## src/hw/rtl/hsv_to_rgb_converter_top_macros.svh

```systemverilog
// Assertion macros shared by the HSV to RGB converter RTL.
`ifndef HSV_TO_RGB_CONVERTER_TOP_MACROS_SVH
`define HSV_TO_RGB_CONVERTER_TOP_MACROS_SVH

// Same-cycle implication, checked on clk, off while arst_n is low.
`define HSVRGB_ASSERT_NOW(label, ante, cons, msg) \
	label: assert property (@(posedge clk) disable iff (!arst_n) (ante) |-> (cons)) \
		else $error(msg);

// Next-cycle implication, checked on clk, off while arst_n is low.
`define HSVRGB_ASSERT_NEXT(label, ante, cons, msg) \
	label: assert property (@(posedge clk) disable iff (!arst_n) (ante) |=> (cons)) \
		else $error(msg);

`endif

```

## src/hw/rtl/hsvrgb_pkg.sv

```systemverilog
// Types and constants for the HSV to RGB converter.
package hsvrgb_pkg;

	// Field widths and fixed-point formats
	localparam int HUE_W    = 15;
	localparam int CH_W     = 13;
	localparam int CH_FRAC  = 12;
	localparam int HUE_FRAC = 6;
	localparam logic [CH_W-1:0] CH_ONE = CH_W'(1 << CH_FRAC);

	// One sector is 60 degrees in hue units
	localparam int SECTOR_DEG  = 60;
	localparam int SECTOR_SPAN = SECTOR_DEG << HUE_FRAC;
	localparam int NUM_SPANS   = ((1 << HUE_W) - 1) / SECTOR_SPAN;
	localparam int SPAN_IDX_W  = $clog2(NUM_SPANS + 1);
	localparam int REM_W       = $clog2(SECTOR_SPAN);

	// f = (rem << CH_FRAC) / SECTOR_SPAN by reciprocal multiply.
	// SECTOR_SPAN = 2^8 * 15, so f = floor(rem * 16 / 15) = (rem * 34953) >> 15,
	// exact for every rem below SECTOR_SPAN.
	localparam int RECIP_W  = 16;
	localparam logic [RECIP_W-1:0] FRAC_RECIP = 16'd34953;
	localparam int RECIP_SH = 15;
	localparam int FRAC_PROD_W = REM_W + RECIP_W;

	// Channel product width
	localparam int PROD_W = 2 * CH_W;

	// Hue sector, 60 degrees each; six and up wrap to the default order
	typedef enum logic [2:0] {
		SEC_R_Y  = 3'd0,
		SEC_Y_G  = 3'd1,
		SEC_G_C  = 3'd2,
		SEC_C_B  = 3'd3,
		SEC_B_M  = 3'd4,
		SEC_WRAP = 3'd5
	} sector_t;

	localparam int SECTOR_W = 3;

	// Input item
	typedef struct packed {
		logic [HUE_W-1:0] hue;
		logic [CH_W-1:0]  saturation;
		logic [CH_W-1:0]  brightness;
	} hsv_t;

	// Result item
	typedef struct packed {
		logic [CH_W-1:0] red;
		logic [CH_W-1:0] green;
		logic [CH_W-1:0] blue;
	} rgb_t;

	// Sector stage to shade stage
	typedef struct packed {
		logic            valid;
		sector_t         sector;
		logic [CH_W-1:0] sat;
		logic [CH_W-1:0] val;
		logic [CH_W-1:0] frac;
	} sector_pipe_t;

	// Shade stage to channel select
	typedef struct packed {
		logic            valid;
		sector_t         sector;
		logic [CH_W-1:0] val;
		logic [CH_W-1:0] p;
		logic [CH_W-1:0] q;
		logic [CH_W-1:0] t;
	} shade_pipe_t;

endpackage

```

## src/hw/rtl/hsvrgb_sector.sv

```systemverilog
// Stages 1-2: input clamp, hue sector split and sector fraction.
module hsvrgb_sector
	import hsvrgb_pkg::*;
(
	input  logic         clk,
	input  logic         arst_n,
	input  logic         start,
	input  hsv_t         hsv,
	output sector_pipe_t pipe
);

	logic [CH_W-1:0]       sat_c;
	logic [CH_W-1:0]       val_c;
	logic [SPAN_IDX_W-1:0] span_idx;
	logic [REM_W-1:0]      rem_c;
	sector_t               sec_c;

	logic                  valid_s1;
	sector_t               sector_s1;
	logic [CH_W-1:0]       sat_s1;
	logic [CH_W-1:0]       val_s1;
	logic [REM_W-1:0]      rem_s1;

	logic [FRAC_PROD_W-1:0] frac_prod;

	logic                  valid_s2;
	sector_t               sector_s2;
	logic [CH_W-1:0]       sat_s2;
	logic [CH_W-1:0]       val_s2;
	logic [CH_W-1:0]       frac_s2;

	// Clamp channels to 1.0, find the 60-degree span and the remainder in it
	always_comb begin
		sat_c = (hsv.saturation > CH_ONE) ? CH_ONE : hsv.saturation;
		val_c = (hsv.brightness > CH_ONE) ? CH_ONE : hsv.brightness;
		span_idx = '0;
		for (int k = 1; k <= NUM_SPANS; k++) begin
			if ({1'b0, hsv.hue} >= (HUE_W + 1)'(k * SECTOR_SPAN)) begin
				span_idx = SPAN_IDX_W'(k);
			end
		end
		rem_c = REM_W'(hsv.hue - HUE_W'(span_idx * SECTOR_SPAN));
		if (span_idx < SPAN_IDX_W'(SEC_WRAP)) begin
			sec_c = sector_t'(span_idx[SECTOR_W-1:0]);
		end else begin
			sec_c = SEC_WRAP;
		end
	end

	// Fraction within the sector, 12 fractional bits
	assign frac_prod = FRAC_PROD_W'(rem_s1) * FRAC_PROD_W'(FRAC_RECIP);

	// Valid bits
	always_ff @(posedge clk or negedge arst_n) begin
		if (!arst_n) begin
			valid_s1 <= 1'b0;
			valid_s2 <= 1'b0;
		end else begin
			valid_s1 <= start;
			valid_s2 <= valid_s1;
		end
	end

	// Payload
	always_ff @(posedge clk) begin
		sector_s1 <= sec_c;
		sat_s1    <= sat_c;
		val_s1    <= val_c;
		rem_s1    <= rem_c;
		sector_s2 <= sector_s1;
		sat_s2    <= sat_s1;
		val_s2    <= val_s1;
		frac_s2   <= CH_W'(frac_prod >> RECIP_SH);
	end

	assign pipe.valid  = valid_s2;
	assign pipe.sector = sector_s2;
	assign pipe.sat    = sat_s2;
	assign pipe.val    = val_s2;
	assign pipe.frac   = frac_s2;

endmodule

```

## src/hw/rtl/hsvrgb_shade.sv

```systemverilog
// Stages 3-4: the p, q and t channel products.
module hsvrgb_shade
	import hsvrgb_pkg::*;
(
	input  logic         clk,
	input  logic         arst_n,
	input  sector_pipe_t pipe_in,
	output shade_pipe_t  pipe_out
);

	logic [PROD_W-1:0] p_prod;
	logic [PROD_W-1:0] sf_prod;
	logic [PROD_W-1:0] sinv_prod;
	logic [PROD_W-1:0] q_prod;
	logic [PROD_W-1:0] t_prod;

	logic              valid_s3;
	sector_t           sector_s3;
	logic [CH_W-1:0]   val_s3;
	logic [CH_W-1:0]   p_s3;
	logic [CH_W-1:0]   sf_s3;
	logic [CH_W-1:0]   sinv_s3;

	logic              valid_s4;
	sector_t           sector_s4;
	logic [CH_W-1:0]   val_s4;
	logic [CH_W-1:0]   p_s4;
	logic [CH_W-1:0]   q_s4;
	logic [CH_W-1:0]   t_s4;

	// Stage 3: p = v(1-s), s*f and s(1-f)
	assign p_prod    = PROD_W'(pipe_in.val) * PROD_W'(CH_ONE - pipe_in.sat);
	assign sf_prod   = PROD_W'(pipe_in.sat) * PROD_W'(pipe_in.frac);
	assign sinv_prod = PROD_W'(pipe_in.sat) * PROD_W'(CH_ONE - pipe_in.frac);

	// Stage 4: q = v(1-sf), t = v(1-s(1-f))
	assign q_prod = PROD_W'(val_s3) * PROD_W'(CH_ONE - sf_s3);
	assign t_prod = PROD_W'(val_s3) * PROD_W'(CH_ONE - sinv_s3);

	// Valid bits
	always_ff @(posedge clk or negedge arst_n) begin
		if (!arst_n) begin
			valid_s3 <= 1'b0;
			valid_s4 <= 1'b0;
		end else begin
			valid_s3 <= pipe_in.valid;
			valid_s4 <= valid_s3;
		end
	end

	// Payload, every product truncated to the channel format
	always_ff @(posedge clk) begin
		sector_s3 <= pipe_in.sector;
		val_s3    <= pipe_in.val;
		p_s3      <= CH_W'(p_prod >> CH_FRAC);
		sf_s3     <= CH_W'(sf_prod >> CH_FRAC);
		sinv_s3   <= CH_W'(sinv_prod >> CH_FRAC);
		sector_s4 <= sector_s3;
		val_s4    <= val_s3;
		p_s4      <= p_s3;
		q_s4      <= CH_W'(q_prod >> CH_FRAC);
		t_s4      <= CH_W'(t_prod >> CH_FRAC);
	end

	assign pipe_out.valid  = valid_s4;
	assign pipe_out.sector = sector_s4;
	assign pipe_out.val    = val_s4;
	assign pipe_out.p      = p_s4;
	assign pipe_out.q      = q_s4;
	assign pipe_out.t      = t_s4;

endmodule

```

## src/hw/rtl/hsv_to_rgb_converter_top.sv

```systemverilog
// HSV to RGB converter: one pixel per clock, five-stage pipeline.
//
// Takes one HSV pixel on every clock at which start is high; busy is never
// raised, so items may arrive back to back without gaps. Each item comes out
// on rgb with done high for that one cycle, in order; the receiver has no
// way to stall and must take it then. Throughput is one item per cycle, set
// by the fully pipelined multipliers; the stages are clamp and sector split,
// sector fraction, first channel products, second channel products, channel
// select. Saturation and brightness above 1.0 (4096) are clamped; zero
// saturation gives p = q = t = v, hence grey. Hues of 360 degrees and up use
// the order (v, p, q).
`include "hsv_to_rgb_converter_top_macros.svh"

module hsv_to_rgb_converter_top
	import hsvrgb_pkg::*;
(
	input  logic clk,
	input  logic arst_n,
	input  logic start,
	output logic busy,
	input  hsv_t hsv,
	output logic done,
	output rgb_t rgb
);

	sector_pipe_t sec_pipe;
	shade_pipe_t  shade;
	rgb_t         rgb_c;
	logic         valid_s5;
	rgb_t         rgb_s5;

	// Never stalls
	assign busy = 1'b0;

	hsvrgb_sector u_sector (
		.clk    (clk),
		.arst_n (arst_n),
		.start  (start),
		.hsv    (hsv),
		.pipe   (sec_pipe)
	);

	hsvrgb_shade u_shade (
		.clk      (clk),
		.arst_n   (arst_n),
		.pipe_in  (sec_pipe),
		.pipe_out (shade)
	);

	// Channel order by sector
	always_comb begin
		case (shade.sector)
			SEC_R_Y: rgb_c = '{red: shade.val, green: shade.t,   blue: shade.p};
			SEC_Y_G: rgb_c = '{red: shade.q,   green: shade.val, blue: shade.p};
			SEC_G_C: rgb_c = '{red: shade.p,   green: shade.val, blue: shade.t};
			SEC_C_B: rgb_c = '{red: shade.p,   green: shade.q,   blue: shade.val};
			SEC_B_M: rgb_c = '{red: shade.t,   green: shade.p,   blue: shade.val};
			default: rgb_c = '{red: shade.val, green: shade.p,   blue: shade.q};
		endcase
	end

	// Output register
	always_ff @(posedge clk or negedge arst_n) begin
		if (!arst_n) begin
			valid_s5 <= 1'b0;
		end else begin
			valid_s5 <= shade.valid;
		end
	end

	always_ff @(posedge clk) begin
		rgb_s5 <= rgb_c;
	end

	assign done = valid_s5;
	assign rgb  = rgb_s5;

	// Checks
	`HSVRGB_ASSERT_NEXT(a_strobe_follows, 1'b1, done == $past(shade.valid), "done lost or invented")
	`HSVRGB_ASSERT_NOW(a_out_range, done, (rgb.red <= CH_ONE) && (rgb.green <= CH_ONE) && (rgb.blue <= CH_ONE), "channel above 1.0")
	`HSVRGB_ASSERT_NEXT(a_has_value, shade.valid, (rgb.red == $past(shade.val)) || (rgb.green == $past(shade.val)) || (rgb.blue == $past(shade.val)), "no channel carries v")
	`HSVRGB_ASSERT_NEXT(a_p_is_min, shade.valid, (rgb.red >= $past(shade.p)) && (rgb.green >= $past(shade.p)) && (rgb.blue >= $past(shade.p)), "channel below p")

endmodule
```

## config.mk

```make
export PLATFORM = sky130hd
export DESIGN_NAME = hsv_to_rgb_converter_top
export DESIGN_NICKNAME = d
export VERILOG_FILES = /design/src/hw/rtl/hsvrgb_pkg.sv /design/src/hw/rtl/hsvrgb_sector.sv /design/src/hw/rtl/hsvrgb_shade.sv /design/src/hw/rtl/hsv_to_rgb_converter_top.sv
export VERILOG_INCLUDE_DIRS = /design/src /design/src/hw/rtl
export SDC_FILE = /design/constraint.sdc
export NUM_CORES = 2
export LEC_CHECK = 0
export ABC_AREA = 1
export BUFFER_PORTS_ARGS = -buffer_cell sky130_fd_sc_hd__buf_2
export CORE_AREA = 2 2 306 308
export DETAILED_ROUTE_END_ITERATION = 7
export DIE_AREA = 0 0 308 310
export PLACE_DENSITY_LB_ADDON = 0.3
export RECOVER_POWER = 50
export SLEW_MARGIN = 30
export SYNTH_ARGS = -nofsm -noshare
export SYNTH_HDL_FRONTEND = slang
export SYNTH_SLANG_ARGS = --single-unit
```

## constraint.sdc

```tcl
create_clock -name clk -period 16 [get_ports clk]
set_input_delay 3.2 -clock clk [delete_from_list [all_inputs] [get_ports clk]]
set_output_delay 3.2 -clock clk [all_outputs]
set_load 0.02 [all_outputs]
```

Word level (Yosys, flattened, before mapping)

Index checks and enable logic that the tools add are counted.

Input bits: 44
Bits in writable memories: 0
ROM bits: 0
Output and inout port bits: 41
Memories kept: 0
Logic and storage cells: 63
Register bits after elaboration: 237
Bits in latches: 0

Magnitude comparators: 11
Equal/unequal tests: 4
Bitwise logic cells: 0
$mul: 7
Muxes and demuxes: 9
Reductions and logical operators: 1
Divide/modulo/power cells: 0
Shift-type cells: 0
Add/sub/neg operators: 5

Operators with widths:

| kind                                                                          | number |
|---|---|
| 39-bit case mux with 5 select lines                                           | 1 |
| 13-bit by 26-bit multiplier with 25-bit output                                | 4 |
| 15-bit >= comparator (second input constant)                                  | 4 |
| 13-bit by 13-bit subtractor with 14-bit output (first input constant)         | 4 |
| 15-bit by 14-bit >= comparator with 1-bit output (second input constant)      | 2 |
| 12-bit by 16-bit multiplier with 28-bit output (second input constant)        | 1 |
| 4-bit two-way mux                                                             | 7 |
| 13-bit > comparator (second input constant)                                   | 2 |
| 13-bit by 13-bit multiplier with 25-bit output                                | 1 |
| 15-bit by 12-bit >= comparator with 1-bit output (second input constant)      | 1 |
| 15-bit by 13-bit >= comparator with 1-bit output (second input constant)      | 1 |
| 12-bit subtractor                                                             | 1 |
| 3-bit by 2-bit == test with 1-bit output (second input constant)              | 2 |
| 4-bit by 3-bit less-than comparator with 1-bit output (second input constant) | 1 |
| 4-bit by 1-bit multiplier with 4-bit output (second input constant)           | 1 |
| 3-bit by 1-bit == test with 1-bit output (second input constant)              | 1 |
| 3-bit == test (second input constant)                                         | 1 |
| 3-bit zero test                                                               | 1 |
| 1-bit two-way mux                                                             | 1 |

Longest topological paths before layout

Word-level depth: 11
Gate-level depth with buffers: 34
Depth with buffers taken out: 34

By module

From an unflattened synthesis, not the netlist that was laid out.

Cells, all modules: 5253
Area total of the unflattened synthesis: 40101.0 µm²

Modules (own cells, without submodules):

| module                   | times used | cells an instance | area an instance (µm²) | seq. area each (µm²) |
|---|---|---|---|---|
| hsvrgb_shade             | 1          | 4381              | 33604.7                | 2252.2 |
| hsvrgb_sector            | 1          | 530               | 4375.4                 | 1711.6 |
| hsv_to_rgb_converter_top | 1          | 342               | 2120.8                 | 805.8 |

Worst setup path after synthesis

OpenSTA, ideal clock, no wires.

Path type: register -> register
Start: register u_sector.sat_s2[1]
End: register u_shade.p_s3[12]
Arrival time: 5.613 ns
Data required time: 15.888 ns
Stages on the path, launching flop included: 32
Clock period less this slack: 5.725 ns
Slack: 10.275 ns
Setup time: 0.112 ns
Cell sequence: dfxtp_1 > buf_2 > inv_1 > clkbuf_1 > ha_1 > nand3_2 > nor2_4 > nand2_1 > and2_1 > buf_2 > inv_1 > nor2_1 > fa_1 > inv_1 > fa_1 > inv_1 > fa_1 > fa_1 > inv_1 > fa_1 > inv_1 > ha_1 > a21oi_1 > o21ai_0 > a21oi_1 > inv_1 > nand2_1 > nand2_1 > a21oi_1 > inv_1 > nand2_1 > nand2_1

Cells in the longest elaborated chain, start to end: 2

Ends and longest elaborated chain:

| element                                        | RTL line            | source |
|---|---|---|
| start: declaration                             | hsvrgb_sector.sv:28 | `logic [CH_W-1:0] sat_s2;` |
| start signal: assignment                       | hsvrgb_sector.sv:71 | `sat_s2 <= sat_s1;` |
| 13-bit by 13-bit subtractor with 14-bit output | hsvrgb_shade.sv:32  | `assign p_prod = PROD_W'(pipe_in.val) * PROD_W'(CH_ONE - pipe_in.sat);` |
| 13-bit by 26-bit multiplier with 25-bit output | hsvrgb_shade.sv:32  |  |
| named net u_shade.p_prod[24]                   | hsvrgb_shade.sv:11  | `logic [PROD_W-1:0] p_prod;` |
| end signal: assignment                         | hsvrgb_shade.sv:55  | `p_s3 <= CH_W'(p_prod >> CH_FRAC);` |
| end: declaration                               | hsvrgb_shade.sv:20  | `logic [CH_W-1:0] p_s3;` |

The timed path passes the listed nets, and every way through them passes these cells.
A chain may end at the register's enable or synchronous reset.

Worst setup path in the final report

Start: register u_sector.sat_s2[2]
End: register u_shade.p_s3[9]

Same word-level chain as after synthesis.

==> impl_metrics.ini <==
[finish]
final.fill_count = 9225
drive_gt1_share_pct = 4.38
layout.cells.non_filler = 6339
final_cell_mix = inv_1, nand2_1, fa_1
n_antenna_cell = 0
largest_reg_flops = 39
layout.nets = 6237
regMostFlops = rgb
regArea_sq_um = 4770
fin_area_sq_um = 42600
syn2layout_area_growth_pct = 5.79
multi_input_area_sq_um = 29600
final_common_cell = inv_1

[floorplanning]
rows = 112
die_w_um = 308
die_area_sq_um = 95500
boundaryPins = 85
die_h_um = 310
core_area_sq_um = 92500
start_util_pct = 43.6

[worst_setup_path]
crit_family = adder cells
end_kind = flip-flop
critPathKind = flip-flop to flip-flop
cp-start-kind = flip-flop
crit_buf_inv = 7
slowest_stage = dfxtp_1
cp_data_arrival_time_ns = 7.49
cp_data_required_time_ns = 16.49
worst-path-max-fanout = 19
critPathMostFrequentCell = fa_1
max_stage_delay_ns = 0.97

[placement]
hpwl_mm = 88.8
placed_area_sq_um = 41900
place_inst = 6293
numPortBuffers = 83
dp_slack_ns = 8.98
gp_congestion = 0.917

[drt]
firstDrtPassIters = 6
via_count = 31700
drc = 0
first_iter_violations = 2601
met1_length_mm = 47.2
highest_layer = met4
vias_per_cell = 5.00
wl_met2_mm = 48.9
wirelength_mm = 107
wire_per_inst_um = 16.8
ant_nets = 0
dr_wl_met3_mm = 7.47

[sta]
fin_crit_ns = 7.00
worst_slack_ns = 9.00
setup_viol = 0
finalHoldViolations = 0
tightest_slew_ns = 2.04
grt_setup_unrepaired = false
slew_viol_final = 218
fin_crit_sh_pct = 43.8
tns_ns = 0
fin_worst_skew_ns = 0.0256
fmax_mhz = 143
slew_headroom_pct = -37.7

[logic_synthesis]
synth_area_sq_um = 40300
avgSynthCellArea_sq_um = 7.88
synth_cell_types = 62
synth_seq_cells = 237
postSynth.asyncResetShare_pct = 2.11
yosysWarnings = 0
synth_edf_count = 0
ys_seq_area_share_pct = 11.8
yosys_most_used_dff = dfxtp_1
syn_nets = 6232
synthCells = 5119

[cts]
cts-htree-levels = 1
postCtsSetupRepairBufs = 0
holdBufCountCts = 0
post_cts_resized = 0
cts_root_buf = clkbuf_16
worst_skew_pair.late_latency_ns = 0.60
cts_inserted_buffers = 26
cts_tree = done
cts.sinks = 237
cts.clk_slew.worst_paths_ns = 0.08
clockBufferDepth = 3

[grt]
grt_pass1_vias = 33000
grt-ovfl-total = 0
grt_max_degree = 41
grt.total_usage_pct = 23.1
antenna_found_initial = 1
grt_pass1_wl_mm = 175

[status]
violations = capacitance limit, slew limit
outcome = complete, but fails checks

[hold_path]
hp-class = flip-flop to flip-flop

[flow_run]
drv_cap = 9
==> cell usage after synthesis, types with 5 or more instances <==
library cell  count  area share, %
a21oi_1         141            1.8
buf_1            15           0.14
nand2_1        1069             10
nand3b_1          8           0.15
nor3_2            5           0.12
nor4_1           12           0.19
o21ai_1           7          0.087
nor2_1          434            4.0
clkbuf_1         84           0.78
a21o_1           16           0.30
fa_1            778             39
xnor2_1          29           0.63
inv_2            23           0.21
ha_1            291            9.0
xor2_1           59            1.3
a211oi_1          5          0.093
inv_1          1407             13
nor2_2           14           0.22
buf_4             6           0.11
nor3_1           33           0.41
nor2_4            9           0.25
nand4_1          42           0.65
buf_2            19           0.24
o22ai_1           9           0.14
o21ai_0          85            1.1
a22oi_1          21           0.39
o21bai_1         13           0.24
clkinv_1          9          0.084
dfxtp_1         232             12
nand3_1         142            1.8
nand2_2          11           0.17
o2111ai_1        19           0.41
dfrtp_1           5           0.31
o21a_1            8           0.15
==> metrics by stage <==
stage	utilization (%)	hold WS (ns)
final	46.1	0.321
after global routing	46.1	0.322
after CTS	46.2	0.320
after detailed placement	45.3	0.312
after global placement	45.2	0.311
after floorplan	-	0.310
==> worst reg2reg max path: stages (launching register included) <==
cell and delay [ns]:
dfxtp_1 0.97, inv_2 0.30, nand3_1 0.20, nor2_2 0.08, inv_2 0.09, nor2_4 0.05, nand2_2 0.09, nor2_4 0.05
nor2_4 0.19, inv_2 0.09, nor2_1 0.25, inv_1 0.12, fa_1 0.59, fa_1 0.49, inv_1 0.34, fa_1 0.52
fa_1 0.56, inv_1 0.05, fa_1 0.47, inv_1 0.04, ha_1 0.36, nand2_1 0.15, nor4_1 0.43, nand4_1 0.23
nand4_1 0.15, nand2_1 0.05
==> metal layers <==
layer,vias to the layer above,GRT usage (%)
met2,1052,38.1
met3,171,3.11
li1,14900,-
met1,15500,32.2
met4,0,6.06
met5,-,0
==> logic make-up (layout without fill, tap and decap cells) <==
| logic type | after synthesis | count (layout) | synth area share (%) |
|---|---|---|---|
| AND/OR/NAND/NOR | 1799 | 1799 | 18.3 |
| buffers and inverters | 1569 | 1592 | 14.8 |
| adder cells (fa/ha/maj) | 1069 | 1069 | 47.7 |
| AO/OA/AOI/OAI | 352 | 352 | 5.22 |
| flip-flops | 237 | 237 | 11.8 |
| XOR/XNOR | 92 | 92 | 2.13 |
| other | 1 | 1 | 0.00930 |
==> final cells by class <==
class,count,share of cell area (%)
Timing Repair Buffer,105,1.26
Multi-Input combinational cell,3313,69.4
Clock buffer,33,1.63
Clock inverter,13,0.302
Inverter,1441,12.7
Tap cell,1197,3.51
Sequential cell,237,11.2
==> final timing paths <==
path | startpoint | endpoint | slack (ns) | cells past startpoint
worst min-delay path | u_sector.sat_s1[11]$_SDFF_PN0_ | u_sector.sat_s2[11]$_DFF_P_ | 0.32 | 0
min in group asynchronous | arst_n | u_sector.valid_s1$_DFF_PN0_ | 2.46 | 1
worst max register to register | u_sector.sat_s2[2]$_DFF_P_ | u_shade.p_s3[9]$_DFF_P_ | 9.00 | 25
max in group asynchronous | arst_n | done$_DFF_PN0_ | 13.33 | 1
worst min register to register | u_sector.sat_s1[11]$_SDFF_PN0_ | u_sector.sat_s2[11]$_DFF_P_ | 0.32 | 0
worst max-delay path | u_sector.sat_s2[2]$_DFF_P_ | u_shade.p_s3[9]$_DFF_P_ | 9.00 | 25
Power is not shown: default switching activity piles up to over one toggle a cycle in this logic, so the estimate is an artifact.
